[config.mk]
export PLATFORM = sky130hd
export DESIGN_NAME = smnd_norm
export DESIGN_NICKNAME = d
export VERILOG_FILES = /design/src/hdl/smnd_pkg.sv /design/src/hdl/smnd_norm.sv
export SDC_FILE = /design/constraint.sdc
export NUM_CORES = 2
export LEC_CHECK = 0
export ABC_AREA = 1
export BUFFER_PORTS_ARGS = -buffer_cell sky130_fd_sc_hd__buf_2
export CAP_MARGIN = 20
export CORE_UTILIZATION = 24
export DETAILED_ROUTE_END_ITERATION = 8
export GPL_ROUTABILITY_DRIVEN = 0
export GPL_TIMING_DRIVEN = 0
export PLACE_DENSITY_LB_ADDON = 0.25
export SLEW_MARGIN = 20
export SYNTH_ARGS = -nofsm -noshare
export SYNTH_HDL_FRONTEND = slang
export SYNTH_SLANG_ARGS = --single-unit
[constraint.sdc]
create_clock -name clock -period 8.9 [get_ports clock]
set_input_delay 0.89 -clock clock [delete_from_list [all_inputs] [get_ports clock]]
set_output_delay 0.89 -clock clock [all_outputs]
set_load 0.05 [all_outputs]
[src/hdl/smnd_pkg.sv]
`default_nettype none
package smnd_pkg;

   localparam int unsigned CHUNK_BINS_DEF     = 16;
   localparam int unsigned DISPLAY_POINTS_DEF = 8192;

   // ln2 * 2^32, rounded to nearest.
   localparam logic [31:0] LN2_Q32   = 32'd2977044472;
   localparam logic [31:0] SAT32     = 32'hFFFF_FFFF;
   localparam logic [3:0]  MAX_SHIFT = 4'd14;

   localparam int unsigned CSR_IDX_W = 2;
   typedef enum logic [CSR_IDX_W-1:0] {
      CSR_COMBINE_LOG2 = 2'd0,
      CSR_FIXED_NORM   = 2'd1,
      CSR_DC_FIRST     = 2'd2
   } csr_index_type;

   // Request to the normalizer.
   typedef struct packed {
      logic        start;
      logic [31:0] power;
      logic [31:0] median;
      logic [31:0] fixed_norm;
   } norm_req_type;

   // Answer from the normalizer.
   typedef struct packed {
      logic        done;
      logic        busy;
      logic [31:0] value;
   } norm_rsp_type;

endpackage
`default_nettype wire

[src/hdl/smnd_norm.sv]
`default_nettype none
// Normalizes one power: multiply, then either saturate (constant mode) or
// divide by median*2^16 with a restoring divider, one quotient bit a cycle.
module smnd_norm
   import smnd_pkg::*;
(
   input  wire logic          clock,
   input  wire logic          reset,
   input  wire norm_req_type  req,
   output norm_rsp_type       rsp
);
   typedef enum logic [2:0] {N_IDLE, N_MUL, N_CHK, N_DIV} nstate_type;

   nstate_type  state_ff;
   logic [31:0] p_ff;
   logic [31:0] med_ff;
   logic [31:0] fix_ff;
   logic [63:0] prod_ff;
   logic [47:0] rem_ff;
   logic [31:0] q_ff;
   logic [4:0]  cnt_ff;
   logic        done_ff;
   logic [31:0] res_ff;

   logic [47:0] divisor;
   logic [48:0] trial;
   logic        take;

   assign divisor = {med_ff, 16'b0};
   assign trial   = {rem_ff, q_ff[31]};
   assign take    = trial >= {1'b0, divisor};

   assign rsp.done  = done_ff;
   assign rsp.busy  = (state_ff != N_IDLE);
   assign rsp.value = res_ff;

   always_ff @(posedge clock) begin
      if (reset) begin
         state_ff <= N_IDLE;
         done_ff  <= 1'b0;
      end else begin
         done_ff <= 1'b0;
         unique case (state_ff)
            N_IDLE: begin
               if (req.start) begin
                  p_ff     <= req.power;
                  med_ff   <= req.median;
                  fix_ff   <= req.fixed_norm;
                  state_ff <= N_MUL;
               end
            end
            N_MUL: begin
               prod_ff  <= 64'(p_ff) * 64'((fix_ff != 32'd0) ? fix_ff : LN2_Q32);
               state_ff <= N_CHK;
            end
            N_CHK: begin
               if (fix_ff != 32'd0) begin
                  res_ff   <= (prod_ff[63:32] != 32'd0) ? SAT32 : prod_ff[31:0];
                  done_ff  <= 1'b1;
                  state_ff <= N_IDLE;
               end else if (med_ff == 32'd0) begin
                  res_ff   <= (p_ff == 32'd0) ? 32'd0 : SAT32;
                  done_ff  <= 1'b1;
                  state_ff <= N_IDLE;
               end else if (48'(prod_ff[63:32]) >= divisor) begin
                  res_ff   <= SAT32;
                  done_ff  <= 1'b1;
                  state_ff <= N_IDLE;
               end else begin
                  rem_ff   <= 48'(prod_ff[63:32]);
                  q_ff     <= prod_ff[31:0];
                  cnt_ff   <= 5'd0;
                  state_ff <= N_DIV;
               end
            end
            N_DIV: begin
               rem_ff <= take ? 48'(trial - {1'b0, divisor}) : trial[47:0];
               q_ff   <= {q_ff[30:0], take};
               cnt_ff <= cnt_ff + 5'd1;
               if (cnt_ff == 5'd31) begin
                  res_ff   <= {q_ff[30:0], take};
                  done_ff  <= 1'b1;
                  state_ff <= N_IDLE;
               end
            end
            default: state_ff <= N_IDLE;
         endcase
      end
   end
endmodule
`default_nettype wire

# ---- After elaboration in Yosys (flattened, before gate mapping)
# Index checks and enable logic that the tools add are counted.
# W data, S select, Z words.
dict set report classes {
  n_addsub 2
  multipliers 1
  n_lt_le_gt_ge 2
  eq_ne 10
  mux 32
  bitwise_logic 1
  reduce_logical 12
}
# operator n
set ops {}
lappend ops {{$mux W32} 10}
lappend ops {{$mux W48} 4}
lappend ops {{$pmux W32 S2} 2}
lappend ops {{$pmux W48 S2} 1}
lappend ops {{$logic_not A32 Y1} 2}
lappend ops {{$mul A32 B32 Y64} 1}
lappend ops {{$reduce_bool A32 Y1} 2}
lappend ops {{$ge A49 B48 Y1} 1}
lappend ops {{$ge A32 B48 Y1} 1}
lappend ops {{$sub A48 B48 Y48} 1}
lappend ops {{$mux W5} 3}
lappend ops {{$pmux W3 S4} 1}
lappend ops {{$ne A2 B2 Y1 const B} 5}
lappend ops {{$pmux W5 S2} 1}
lappend ops {{$eq A3 B2 Y1 const B} 2}
lappend ops {{$mux W2} 3}
lappend ops {{$mux W3} 2}
lappend ops {{$add A5 B1 Y5 const B} 1}
lappend ops {{$eq A5 B5 Y1 const B} 1}
lappend ops {{$reduce_and A5 Y1} 1}
lappend ops {{$mux W1} 4}
lappend ops {{$ne A4 B4 Y1 const B} 1}
lappend ops {{$reduce_and A2 Y1} 2}
lappend ops {{$reduce_and A4 Y1} 1}
lappend ops {{7 further kinds} 7}
dict set report word_totals {
  regBits 281
  output_inout_bits 34
}

# ---- Longest topological paths before layout
dict set report logic_depth {
  word_depth 5
  mapped_depth 38
  mapped_depth_nobuf 36
}

# ---- Least setup slack after synthesis
# Ideal clock, no wire load.
dict set report synth_timing {
  path_type {register -> register}
  start {register fix_ff[23]}
  end {register prod_ff[60], data pin}
  setup_ps 252
  arrival_time_ps 6910
  path_slack_ps 1738
  path_stages_with_launch 34
  path_cell_list {edfxtp_1 > buf_2 > nor2_1 > nand4_1 > nor2_1 > nand2_2 > inv_4 > buf_8 > nor2_4 > buf_2 > nor2_1 > fa_1 > fa_1 > fa_1 > inv_1 > fa_1 > inv_1 > fa_1 > inv_1 > fa_1 > inv_1 > fa_1 > inv_1 > fa_1 > inv_1 > ha_1 > nand2_1 > o21ai_0 > a21oi_1 > or2_2 > nand3_1 > nand2_1 > nand3_1 > nand2_1}
}
dict set report synth_between {
  elab_chain_cells 3
}
# element line
set synth_lines {}
lappend synth_lines {{start, declared} smnd_norm.sv:17} ;# logic [31:0] fix_ff;
lappend synth_lines {{start signal, assigned} smnd_norm.sv:48} ;# fix_ff <= req.fixed_norm;
lappend synth_lines {{$reduce_bool A32 Y1} smnd_norm.sv:53} ;# prod_ff <= 64'(p_ff) * 64'((fix_ff != 32'd0) ? fix_ff : LN2_Q32);
lappend synth_lines {{$mux W32 (*)} smnd_norm.sv:53}
lappend synth_lines {{$mul A32 B32 Y64 (*)} smnd_norm.sv:53}
lappend synth_lines {{end signal, assigned} smnd_norm.sv:53}
lappend synth_lines {{end, declared} smnd_norm.sv:18} ;# logic [63:0] prod_ff;
# Mark *: on every way between the ends. The rest lies on a longest branch, timed or not.
# A chain may end at the register's enable or synchronous reset.

# ---- Worst setup path after layout
dict set report layout_timing {
  start {register p_ff[17]}
  end {register prod_ff[60], data pin}
}
dict set report layout_between {
  elab_chain_cells 1
}
# element line
set layout_lines {}
lappend layout_lines {{start, declared} smnd_norm.sv:15} ;# logic [31:0] p_ff;
lappend layout_lines {{start signal, assigned} smnd_norm.sv:46} ;# p_ff <= req.power;
lappend layout_lines {{$mul A32 B32 Y64} smnd_norm.sv:53}
# Every way passes these cells.

==> summary.txt <==
Initial drt markers -> 3283
Initial antenna violation count -> 11
Post-place instance area -> 0.0518 mm2
CP max stage cell -> clkbuf_1
Synth Area in XOR/XNOR -> 0.994%
Vias per inst -> 4.49
RSZ-0062 raised after global routing -> no
Layout area overhead -> 13.0%
Critical Path Start Type -> flop
Drt wl/cell -> 22.8 um
Synth area leader -> fa_1
Max frequency -> 113 MHz
FP Rows -> 163
Port Buffers -> 132
Critical Path Fanout Max -> 10
Max Cap Viol -> 0
CTS Sinks -> 280
Global-route wire length before repair -> 281 mm
Initial core utilization -> 24.1%
Root buffer selected by CTS -> clkbuf_16
Die area -> 0.200 mm2
CTS buffer count -> 39
ANT nets after route -> 0
Post-Synthesis Cells -> 5768
Top cells by area, synth -> fa_1 (38%), edfxtp_1 (17%), nand2_1 (11%)
Crit end category -> flop
Largest net degree at the start of global routing -> 64
Net Count, Synth -> 7077
Top-area cell type share of the netlist area -> 37.7%
Die Span Y -> 447 um
Post-synthesis sequential area ratio -> 17.6%
Fin Hold WS -> 414 ps
Required time worst endpoint -> 9250 ps
CTS Buffer Depth -> 3
Clk_lat worst skew -> 650 ps
Layout Skew -> 59.8 ps
Most frequent CP cell -> fa_1
Final hold vios -> 0
Synthesized cell area -> 0.0476 mm2
Critical Path AT -> 9240 ps
Post-Syn Area per Cell -> 8.25 um2
YS warnings -> 0
Hold Path Class -> in2reg
Clock-pin transition on the worst setup and hold timing paths -> 60 ps
1st-pass router iterations -> 7
Fin Setup TNS -> 0 ps
# fillers -> 21500
Synth Area in Adders -> 46.0%
Min setup slack post-route -> 16.0 ps
Minimum clock period -> 8880 ps
Ratio of cells with drive above 1 in the final layout -> 6.61%
Area of the core -> 0.197 mm2
Crit Path Class -> reg2reg
Slowest Stage Delay on Critical Path -> 860 ps
Post-Layout Inst Area -> 0.0538 mm2
Post-synth top flop -> edfxtp_1
# setup viols final -> 0
DP Worst Slack -> -1420 ps
Post-DP HPWL -> 162 mm
Synth Area in Simple Gates -> 18.8%
# DRC -> 0
Slew @ Worst Pin -> 1280 ps
Post-Route WL -> 197 mm
Pins Over Slew Limit -> 0
Grt total ovfl -> 0
Die width -> 447 um
Worst slew margin -> 14.4%
CTS H-tree lvls -> 2
Count of nets after finishing -> 7284
Post-synthesis cell type count -> 44
Main combinational cell family by area after synthesis -> adder cells
GRT Overall Usage -> 19.7%
Post-synthesis register bit count -> 280
Async set-reset flop share out of synthesis -> 0%
Outcome -> completed
# IOs -> 133
Final period util -> 99.8%
Crit-path cells -> inv_1, clkbuf_1, nor2_1, fa_1, fa_1, inv_1, fa_1, fa_1, inv_1, fa_1, fa_1, fa_1, fa_1, ha_1, nand2_1, nor2_1, nand2_1, or2_2, nand3_2, nand2_1, nand3_1, nand2_1
Vias -> 38900
CTS tree -> done
Number of synthesized flops with an enable pin -> 277
Vias in the first global route -> 40500
Post-synthesis compound-gate area fraction -> 3.28%
Mux cell area share after synthesis -> 0%
Yosys cell counts, types with 2 or more instances:
cell,n
nand2_1,1422
inv_1,1416
fa_1,897
nor2_1,607
ha_1,313
edfxtp_1,277
clkbuf_1,160
a21oi_1,134
o21ai_0,127
nand3_1,122
nand4_1,44
buf_2,42
xor2_1,33
nor3_1,23
xnor2_1,21
buf_1,15
nor4_1,13
o21ai_1,13
o21bai_1,10
clkinv_1,9
nor2_2,9
buf_4,8
inv_2,7
nor2_4,7
a21o_1,6
buf_6,4
nand2_2,4
a21boi_0,3
dfxtp_1,3
nand2_4,2
nand3_2,2
o21a_1,2
or2_2,2
registers in the layout, indices dropped and copies added, names as in the netlist:
signal,count
cnt_ff,5
done_ff,1
fix_ff,32
med_ff,32
p_ff,32
prod_ff,64
q_ff,32
rem_ff,48
res_ff,32
state_ff,2
logic make-up (layout without fill, tap and decap cells):
| group | after synthesis | count (layout) |
|---|---|---|
| AND/OR/NAND/NOR | 2262 | 2262 |
| buffers and inverters | 1663 | 1898 |
| adder cells (fa/ha/maj) | 1210 | 1210 |
| AO/OA/AOI/OAI | 299 | 299 |
| flip-flops | 280 | 280 |
| XOR/XNOR | 54 | 54 |
| other | 0 | 2 |
cells in the final DEF, fill, tap and decap left out, drive strengths merged, types with 10 or more instances in the layout:
cell type / netlist / routed
xor2: 33 / 33
fa: 897 / 897
nor4: 13 / 13
nand2: 1428 / 1428
o21ai: 141 / 141
edfxtp: 277 / 277
buf: 70 / 249
o21bai: 10 / 10
nand3: 124 / 124
nand4: 44 / 44
a21oi: 135 / 135
nor3: 23 / 23
ha: 313 / 313
clkinv: 9 / 26
nor2: 623 / 623
clkbuf: 160 / 188
inv: 1424 / 1425
xnor2: 21 / 21
worst paths after layout:
| kind | from | depth (start not counted) | slack (ps) | end |
|---|---|---|---|---|
| hold reg to reg | prod_ff[15] | 2 | 480 | q_ff[15] |
| setup / recovery | p_ff[17] | 22 | 20 | prod_ff[60] |
| hold / removal | req[79] | 1 | 410 | p_ff[15] |
| setup reg to reg | p_ff[17] | 22 | 20 | prod_ff[60] |
layer usage:
layer  wire length (um)  track usage [%]  vias up
li1                   -                -    17300
met1              79400             24.8    19400
met2              88000             31.5     1682
met3              18500             5.02      391
met4              10900             9.15       16
met5                108                0        -
through the flow:
step | std cells | util [%]
CTS | 8631 | 27.1
floorplan | 5768 | -
global placement | 8540 | 26.1
finish | 8645 | 27.3
detailed placement | 8549 | 26.3
global route | 8643 | 27.3
what timing repair did:
action | 4_1_cts | 5_1_grt
pin swaps | 8 | 11
setup buffers | 24 | 14
cloned | 0 | 0
endpoints found under the setup margin | 47 | 40
hold endpoints to repair | 0 | 0
gates resized for setup | 65 | 51
hold buffers | 0 | 0
final cells by class:
type,instances,area (um2),share of cell area [%]
Clock buffer,42,1010,1.87
Inverter,1433,5420,10.1
Tap cell,2640,3300,6.14
Multi-Input combinational cell,3825,33100,61.6
Sequential cell,280,8380,15.6
Antenna cell,2,5.00,0.00930
Clock inverter,27,239,0.444
Buffer,215,1040,1.94
Timing Repair Buffer,181,1280,2.39
critical path, delay by kind of cell, from the launching register on:
family                     cells  cell delay [ps]
and+or+nand+nor                9             1570
adders and majority gates      9             4800
DFF                            1              760
buffers and inverters          4             1450
Power is left out: the tool's default activity adds up to more than one toggle a clock period on the data nets, which glitch-free logic cannot reach.
