==> src/hdl/smnd_pkg.sv <==
`default_nettype none
package smnd_pkg;

   localparam int unsigned CHUNK_BINS_DEF     = 16;
   localparam int unsigned DISPLAY_POINTS_DEF = 8192;

   // ln2 * 2^32, rounded to nearest.
   localparam logic [31:0] LN2_Q32   = 32'd2977044472;
   localparam logic [31:0] SAT32     = 32'hFFFF_FFFF;
   localparam logic [3:0]  MAX_SHIFT = 4'd14;

   localparam int unsigned CSR_IDX_W = 2;
   typedef enum logic [CSR_IDX_W-1:0] {
      CSR_COMBINE_LOG2 = 2'd0,
      CSR_FIXED_NORM   = 2'd1,
      CSR_DC_FIRST     = 2'd2
   } csr_index_type;

   // Request to the normalizer.
   typedef struct packed {
      logic        start;
      logic [31:0] power;
      logic [31:0] median;
      logic [31:0] fixed_norm;
   } norm_req_type;

   // Answer from the normalizer.
   typedef struct packed {
      logic        done;
      logic        busy;
      logic [31:0] value;
   } norm_rsp_type;

endpackage
`default_nettype wire

==> src/hdl/smnd_cell.sv <==
`default_nettype none
// One cell of the chunk chain: an arrival-order shift slot plus one slot of
// a sorted (ascending) insertion chain. Empty sorted slots act as +infinity.
module smnd_cell
   import smnd_pkg::*;
(
   input  wire logic        clock,
   input  wire logic        reset,
   input  wire logic        shift,
   input  wire logic        insert,
   input  wire logic        clear,
   input  wire logic [31:0] x,
   input  wire logic [31:0] arr_next,
   input  wire logic        left_lt,
   input  wire logic [31:0] left_val,
   input  wire logic        left_vld,
   output logic      [31:0] arr,
   output logic      [31:0] val,
   output logic             vld,
   output logic             lt
);
   logic [31:0] arr_ff;
   logic [31:0] val_ff;
   logic        vld_ff;

   assign lt  = !vld_ff || (x < val_ff);
   assign arr = arr_ff;
   assign val = val_ff;
   assign vld = vld_ff;

   always_ff @(posedge clock) begin
      if (shift) begin
         arr_ff <= arr_next;
      end
      if (reset || clear) begin
         vld_ff <= 1'b0;
      end else if (insert) begin
         if (left_lt) begin
            val_ff <= left_val;
            vld_ff <= left_vld;
         end else if (lt) begin
            val_ff <= x;
            vld_ff <= 1'b1;
         end
      end
   end
endmodule
`default_nettype wire

==> config.mk <==
export PLATFORM = sky130hd
export DESIGN_NAME = smnd_cell
export DESIGN_NICKNAME = d
export VERILOG_FILES = /design/src/hdl/smnd_pkg.sv /design/src/hdl/smnd_cell.sv
export SDC_FILE = /design/constraint.sdc
export NUM_CORES = 1
export LEC_CHECK = 0
export BUFFER_PORTS_ARGS = -buffer_cell sky130_fd_sc_hd__buf_4
export CAP_MARGIN = 15
export CORE_AREA = 2 2 91 93
export DETAILED_ROUTE_END_ITERATION = 10
export DIE_AREA = 0 0 93 95
export HOLD_SLACK_MARGIN = 0.02
export MAX_ROUTING_LAYER = met4
export PLACE_DENSITY_LB_ADDON = 0.1
export SLEW_MARGIN = 20
export SYNTH_ARGS = -nofsm -noshare
export SYNTH_HDL_FRONTEND = slang
export SYNTH_SLANG_ARGS = --single-unit
==> constraint.sdc <==
create_clock -name clock -period 3.8 [get_ports clock]
set_input_delay 0.57 -clock clock [delete_from_list [all_inputs] [get_ports clock]]
set_output_delay 0.57 -clock clock [all_outputs]
set_load 0.02 [all_outputs]
# After elaboration in Yosys (flattened, before gate mapping)
# Index checks and enable logic that the tools add are counted.
word_totals:
  register_bits: 65
  input_bits: 103
  word_cells: 15
classes:
  magnitude_cmp: 1
  n_mux: 4
  n_bitwise: 1
  n_reduce_logical: 6
op_table:
  columns: ["operator", "n"]
  rows:
  - ["2-to-1 mux 32 bit", 2]
  - ["< comparator 32 bit", 1]
  - ["AND reduction 3 bit", 1]
  - ["logical OR 1 bit", 2]
  - ["2-to-1 mux 1 bit", 2]
  - ["AND reduction 2 bit", 1]
  - ["nonzero test 2 bit", 1]
  - ["logical NOT 1 bit", 1]
  - ["inverter 1 bit", 1]

# Depth between registers and ports, before layout
# Gate-level depths: netlist of run 1.
depth:
  ltp_word: 4
  depth_mapped: 8
  depth_no_buf: 8

# Least setup slack after synthesis of run 1
# Ideal clock, no wire load.
synth_timing:
  path_type: "input-to-reg"
  from: "input x[30]"
  to: "register val_ff[0] (netlist: val[0]), enable pin"
  t_arrival_ps: 3349
  path_slack_ps: 10
  cell_stages: 7
  path_buffers: 0
  path_cell_list: "ha_1 > a21oi_2 > nand2_1 > a221oi_2 > o41ai_1 > a211o_1 > a31oi_1"
synth_between:
  elab_chain_len: 4
synth_lines:
  columns: ["element", "line_no", "text"]
  rows:
  - ["start, declared", "smnd_cell.sv:12", "input wire logic [31:0] x,"]
  - ["< comparator 32 bit", "smnd_cell.sv:26", "assign lt = !vld_ff || (x < val_ff);"]
  - ["logical OR 1 bit", "smnd_cell.sv:26", null]
  - ["nonzero test 2 bit (no line)", null, null]
  - ["AND reduction 3 bit (no line)", null, null]
  - ["end signal, assigned", "smnd_cell.sv:39", "val_ff <= left_val;"]
  - ["end, declared", "smnd_cell.sv:23", "logic [31:0] val_ff;"]
# Every way passes these cells.
# A chain may end at the register's enable or synchronous reset.

# Worst setup path in the final report of run 1
layout_timing:
  from: "register val_ff[7] (netlist: val[7])"
  to: "output lt"
layout_between:
  elab_chain_len: 2
layout_lines:
  columns: ["element", "line_no", "text"]
  rows:
  - ["< comparator 32 bit", "smnd_cell.sv:26", null]
  - ["logical OR 1 bit", "smnd_cell.sv:26", null]
  - ["end, declared", "smnd_cell.sv:20", "output logic lt"]
# Every way passes these cells.

==> results of run 1 <==
==> area by class of cell <==
class / instances / area, um^2
Fill cell: 701 / 3180
Sequential cell: 65 / 1940
Timing Repair Buffer: 169 / 1270
Multi-Input combinational cell: 119 / 1070
Tap cell: 105 / 131
Clock buffer: 9 / 124
Inverter: 32 / 120
Clock inverter: 6 / 92.6
==> worst max-delay path by stage <==
stage	endpoint	slack [ns]	cells past startpoint
finish	lt	0.89	9
global route	lt	0.68	9
CTS	lt	0.83	9
detailed placement	val[6]$_DFFE_PP_	0.87	9
global placement	lt	0.89	9
floorplan	val[0]$_DFFE_PP_	0.01	7
==> logic make-up (layout without fill, tap and decap cells) <==
group / Yosys count / after routing
fa+ha+maj: 31 / 31
simple gates: 28 / 28
mux: 32 / 32
flops: 65 / 65
compound gates: 28 / 28
buf+inv: 36 / 216
==> through the flow <==
| step | utilization | std cells |
|---|---|---|
| after floorplan | - | 220 |
| after global placement | 0.571 | 490 |
| after detailed placement | 0.571 | 490 |
| after CTS | 0.598 | 505 |
| after global routing | 0.598 | 505 |
| final | 0.598 | 505 |
==> worst max-delay path, delay by kind of cell (launching register included) <==
family	cells	cell delay, ns
simple gates	3	0.37
compound gates	3	0.78
flops	1	0.36
buf+inv	2	0.22
fa+ha+maj	1	0.28
==> cells in the final DEF (no fill, tap or decap), drive strengths merged, types with 5 or more instances in the layout <==
master  instances
edfxtp         64
a21oi          14
clkbuf          9
nand2          12
o21ai           5
mux2           32
ha             31
buf           169
nor2            5
inv            33
nand4           5
==> registers in the layout, indices dropped and copies added, names as in the netlist <==
signal,cells
val,32
vld,1
arr,32
==> power by group <==
group	total [W]	internal, W	switching, W
registers	0.000850	0.000835	0.0000147
clock network	0.000649	0.000369	0.000280
logic	0.000304	0.000162	0.000141
total	0.00180	0.00137	0.000436
==> routing by layer <==
metal / up-vias / track usage / share of wire
met2: 111 / 0.279 / 0.48
met5: - / - / 0
met3: 11 / 0.0854 / 0.11
li1: 1166 / - / -
met1: 1050 / 0.196 / 0.39
met4: 0 / 0.0625 / 0.012
==> results.sh, run 1 <==
export IMPL_status="completed"
export IMPL_ys_seq_elements=65
export IMPL_rr_worst_depth=9
export IMPL_wl_mm=7.25
export IMPL_synth_top_cell_by_area="edfxtp_1"
export IMPL_clock_sinks=65
export IMPL_synth_most_common_cell="edfxtp_1"
export IMPL_synth_edff_count=64
export IMPL_overflow=0
export IMPL_finalPower_w=0.00180
export IMPL_synthFlopType="edfxtp_1"
export IMPL_setup_viol=0
export IMPL_route_detailed_drc=0
export IMPL_gp_congestion=0.726
export IMPL_groute_usage_overall=0.177
export IMPL_num_rows=33
export IMPL_cts_resized=0
export IMPL_synth_fa_ha_area_frac=0.124
export IMPL_whs_ns=0.395
export IMPL_netlist_area_leader_share=0.614
export IMPL_pin_count=169
export IMPL_nets=530
export IMPL_first_global_vias=2467
export IMPL_drt_iter0_drc=70
export IMPL_drive_gt1_frac=0.548
export IMPL_fin_tns_setup_ns=0
export IMPL_insertion_delay_ns=0.34
export IMPL_portBuffers=168
export IMPL_ys_warnings_count=0
export IMPL_fmax_mhz=344
export IMPL_start_util=0.395
export IMPL_required_ns=3.23
export IMPL_arrival_ns=2.34
export IMPL_synthSimpleGateAreaFrac=0.0408
export IMPL_ir_drop_mv=0.254
export IMPL_cts_tree="yes"
export IMPL_max_slew_worst_pin_slew_ns=0.463
export IMPL_hp_start="reset"
export IMPL_cts_path_max_buffers=2
export IMPL_synth_area_leaders="edfxtp_1 61%, ha_1 12%, mux2_2 12%"
export IMPL_grt_max_degree=35
export IMPL_cp_slowest_stage_delay_ns=0.42
export IMPL_async_flop_share=0
export IMPL_die_h_um=95
export IMPL_dp_hpwl_mm=5.60
export IMPL_antenna_found_initial=0
export IMPL_fin_skew_ns=0.00965
export IMPL_die_area_um2=8840
export IMPL_place_area_um2=4530
export IMPL_crit_top_cell="nand2_1"
export IMPL_antenna_diode_count=0
export IMPL_die_w_um=93
export IMPL_synth_area_um2=3130
export IMPL_power_leakage_nw=2.16
export IMPL_r2r_start="val[2]$_DFFE_PP_"
export IMPL_synth_top_family_by_area="adder cells"
export IMPL_r2r_end="val[19]$_DFFE_PP_"
export IMPL_grt_pass1_wl_mm=11.4
export IMPL_cp_end_kind="output pin"
export IMPL_crit_chain="inv_1, ha_1, nand2_1, nor3_1, a21oi_1, o41ai_1, a211o_1, nand2_1, buf_4"
export IMPL_crit_start="val[7]$_DFFE_PP_"
export IMPL_period_share=0.765
export IMPL_antenna_left=0
export IMPL_finalWorstSetupSlack_ns=0.894
export IMPL_worstSetupPathType="reg2out"
export IMPL_synth_nets=354
export IMPL_powerDensity_nw_per_um2=380
export IMPL_cap_viol_max_count=0
export IMPL_dpl_worst_slack_ns=0.868
export IMPL_hold_end="vld$_SDFFE_PP0P_"
export IMPL_stdcell_area_um2=4740
export IMPL_cts_inserted_buffers=9
export IMPL_rsz0062_at_grt="false"
export IMPL_postCtsSetupRepairBufs=0
export IMPL_syn2layout_area_growth_pct=51.5
export IMPL_wl_per_cell_um=14.4
export IMPL_core_area_um2=7930
export IMPL_start_kind="register"
export IMPL_timing_hold_violations_final=0
export IMPL_min_path_type="in2reg"
export IMPL_viasPerCell=4.63
export IMPL_synth_common_cells="64 x edfxtp_1, 32 x inv_1, 32 x mux2_2, 31 x ha_1, 13 x a21oi_1"
export IMPL_synthCells=220
export IMPL_ys_seq_area_frac=0.620
export IMPL_period_needed_ns=2.91
export IMPL_crit_slowest_cell="o41ai_1"
export IMPL_ys_types=24
export IMPL_cts_clk_slew_worst_paths_ns=0.07
export IMPL_worst_r2r_setup_slack_ns=1.17
export IMPL_h_tree_depth=3
export IMPL_synth_compound_area_frac=0.0559
export IMPL_path_max_fanout=2
export IMPL_first_pass_iters=4
export IMPL_relSlewSlack=0.691
export IMPL_muxShareOfSynthArea=0.115
export IMPL_avgSynthCellArea_um2=14.2
export IMPL_synth_xor_area_frac=0
export IMPL_root_buffer="clkbuf_8"
export IMPL_hold_path_depth=2
export IMPL_slew_viol_final=0
export IMPL_vias=2338
export IMPL_hold_buffers=0
No activity file was read; power rests on OpenSTA's default activity.
==> inputs of run 2 (changes only) <==
CORE_AREA = 2 2 87 89   (was 2 2 91 93)
DIE_AREA = 0 0 89 91   (was 0 0 93 95)
clock period = 3 ns   (was 3.8 ns; I/O delays follow)
==> results.sh, run 2 (synthesized netlist as in run 1, its figures left out) <==
export IMPL_arrival_ns=2.32
export IMPL_multiInputGateArea_um2=1070
export IMPL_setup_viol=0
export IMPL_internal_power_w=0.00165
export IMPL_final_cell_mix="169 x buf_4, 64 x edfxtp_1, 32 x inv_1, 32 x mux2_2, 31 x ha_1"
export IMPL_hold_end="vld$_SDFFE_PP0P_"
export IMPL_status="completed"
export IMPL_start_kind="register"
export IMPL_wl_mm=7.13
export IMPL_cp_depth=9
export IMPL_dp_hpwl_mm=5.61
export IMPL_h_tree_depth=3
export IMPL_hold_buffers=0
export IMPL_crit_slowest_cell="o41ai_1"
export IMPL_nets=531
export IMPL_crit_buf_inv=2
export IMPL_sequentialPowerShare=0.490
export IMPL_portBuffers=168
export IMPL_p_clk_frac=0.334
export IMPL_cts_resized=0
export IMPL_cp_end_kind="output pin"
export IMPL_groute_usage_overall=0.184
export IMPL_antenna_left=0
export IMPL_required_ns=2.55
export IMPL_die_h_um=91
export IMPL_powerDensity_nw_per_um2=463
export IMPL_min_path_type="in2reg"
export IMPL_start_util=0.439
export IMPL_die_area_um2=8100
export IMPL_cp_slowest_stage_delay_ns=0.45
export IMPL_relSlewSlack=0.703
export IMPL_antenna_found_initial=0
export IMPL_seq_area_um2=1940
export IMPL_switching_share=0.249
export IMPL_slew_viol_final=0
export IMPL_max_slew_worst_pin_slew_ns=0.446
export IMPL_cap_viol_max_count=0
export IMPL_fin_tns_setup_ns=0
export IMPL_postCtsSetupRepairBufs=0
export IMPL_cts_tree="yes"
export IMPL_crit_top_cell="nand2_1"
export IMPL_antenna_diode_count=0
export IMPL_rsz0062_at_grt="false"
export IMPL_grt_max_degree=35
export IMPL_fillers=585
export IMPL_period_share=0.925
export IMPL_root_buffer="clkbuf_8"
export IMPL_period_needed_ns=2.77
export IMPL_power_leakage_nw=2.17
export IMPL_switchingPower_w=0.000545
export IMPL_hp_start="clear"
export IMPL_fin_util=0.663
export IMPL_die_w_um=89
export IMPL_cts_inserted_buffers=9
export IMPL_final_common_cell="buf_4"
export IMPL_gp_congestion=0.753
export IMPL_rr_worst_depth=9
export IMPL_first_pass_iters=4
export IMPL_route_detailed_drc=0
export IMPL_r2r_start="val[2]$_DFFE_PP_"
export IMPL_critPathTopFamily="compound AO/OA/AOI/OAI gates"
export IMPL_drive_gt1_frac=0.550
export IMPL_path_max_fanout=2
export IMPL_clock_sinks=65
export IMPL_cts_path_max_buffers=2
export IMPL_fmax_mhz=360
export IMPL_overflow=0
export IMPL_core_area_um2=7140
export IMPL_hold_path_depth=2
export IMPL_combPwrFrac=0.176
export IMPL_ir_drop_mv=0.320
export IMPL_fin_skew_ns=0.0113
export IMPL_worstSetupPathType="reg2out"
export IMPL_crit_chain="inv_1, ha_1, nand2_1, nor3_1, a21oi_1, o41ai_1, a211o_1, nand2_1, buf_4"
export IMPL_vias=2367
export IMPL_pin_count=169
export IMPL_drt_iter0_drc=74
export IMPL_cts_clk_slew_worst_paths_ns=0.08
export IMPL_timing_hold_violations_final=0
export IMPL_r2r_end="val[15]$_DFFE_PP_"
export IMPL_syn2layout_area_growth_pct=51.2
export IMPL_wl_per_cell_um=14.2
export IMPL_worst_r2r_setup_slack_ns=0.60
export IMPL_viasPerCell=4.72
export IMPL_insertion_delay_ns=0.34
export IMPL_num_rows=31
export IMPL_first_global_vias=2463
export IMPL_grt_pass1_wl_mm=10.9
-- run 2: how the worst max path moves through the flow --
stage,from,endpoint
floorplan,val[30]$_DFFE_PP_,val[0]$_DFFE_PP_
global placement,x[7],lt
detailed placement,x[7],lt
CTS,val[7]$_DFFE_PP_,lt
global route,val[7]$_DFFE_PP_,lt
finish,val[7]$_DFFE_PP_,lt
-- run 2: power groups by stage --
| stage | sequential, W | combinational, W | clock [W] |
|---|---|---|---|
| 2_1_floorplan | 0.00116 | 0.000110 | 0 |
| 3_3_place_gp | 0.00109 | 0.000386 | 0 |
| 3_5_place_dp | 0.00110 | 0.000390 | 0 |
| 4_1_cts | 0.00108 | 0.000391 | 0.000754 |
| 5_1_grt | 0.00108 | 0.000421 | 0.000784 |
| 6_report | 0.00107 | 0.000386 | 0.000733 |
-- run 2: worst register-to-register path, delay by kind of cell (launching register included) --
family                     cells  cell delay, ns
AOI/OAI and AO/OA              6            1.18
buffers and inverters          2            0.30
adders and majority gates      1            0.23
DFF                            1            0.39
-- run 2: routing by layer --
metal	up-vias	GRT usage	wire length, um
met3	11	0.0700	739
met2	111	0.295	3530
li1	1170	-	-
met1	1075	0.205	2750
met4	0	0.0746	112
met5	-	-	0
-- run 2: final cells by class --
type / count / share of cell area
Inverter: 32 / 0.0254
Sequential cell: 65 / 0.410
Clock inverter: 7 / 0.0148
Multi-Input combinational cell: 119 / 0.225
Clock buffer: 9 / 0.0262
Tap cell: 99 / 0.0262
Timing Repair Buffer: 170 / 0.272
-- run 2: metrics by stage --
stage | instance area (um^2) | hold WS, ns | power (W) | std cells | worst slack (ns)
after global placement | 4540 | 0.624 | 0.00148 | 485 | 0.397
after CTS | 4730 | 0.261 | 0.00222 | 501 | 0.147
final | 4730 | 0.274 | 0.00219 | 501 | 0.226
after floorplan | 3150 | 0.527 | 0.00127 | 220 | 0.318
after detailed placement | 4540 | 0.629 | 0.00149 | 485 | 0.347
after global routing | 4730 | 0.264 | 0.00229 | 501 | 0.00321
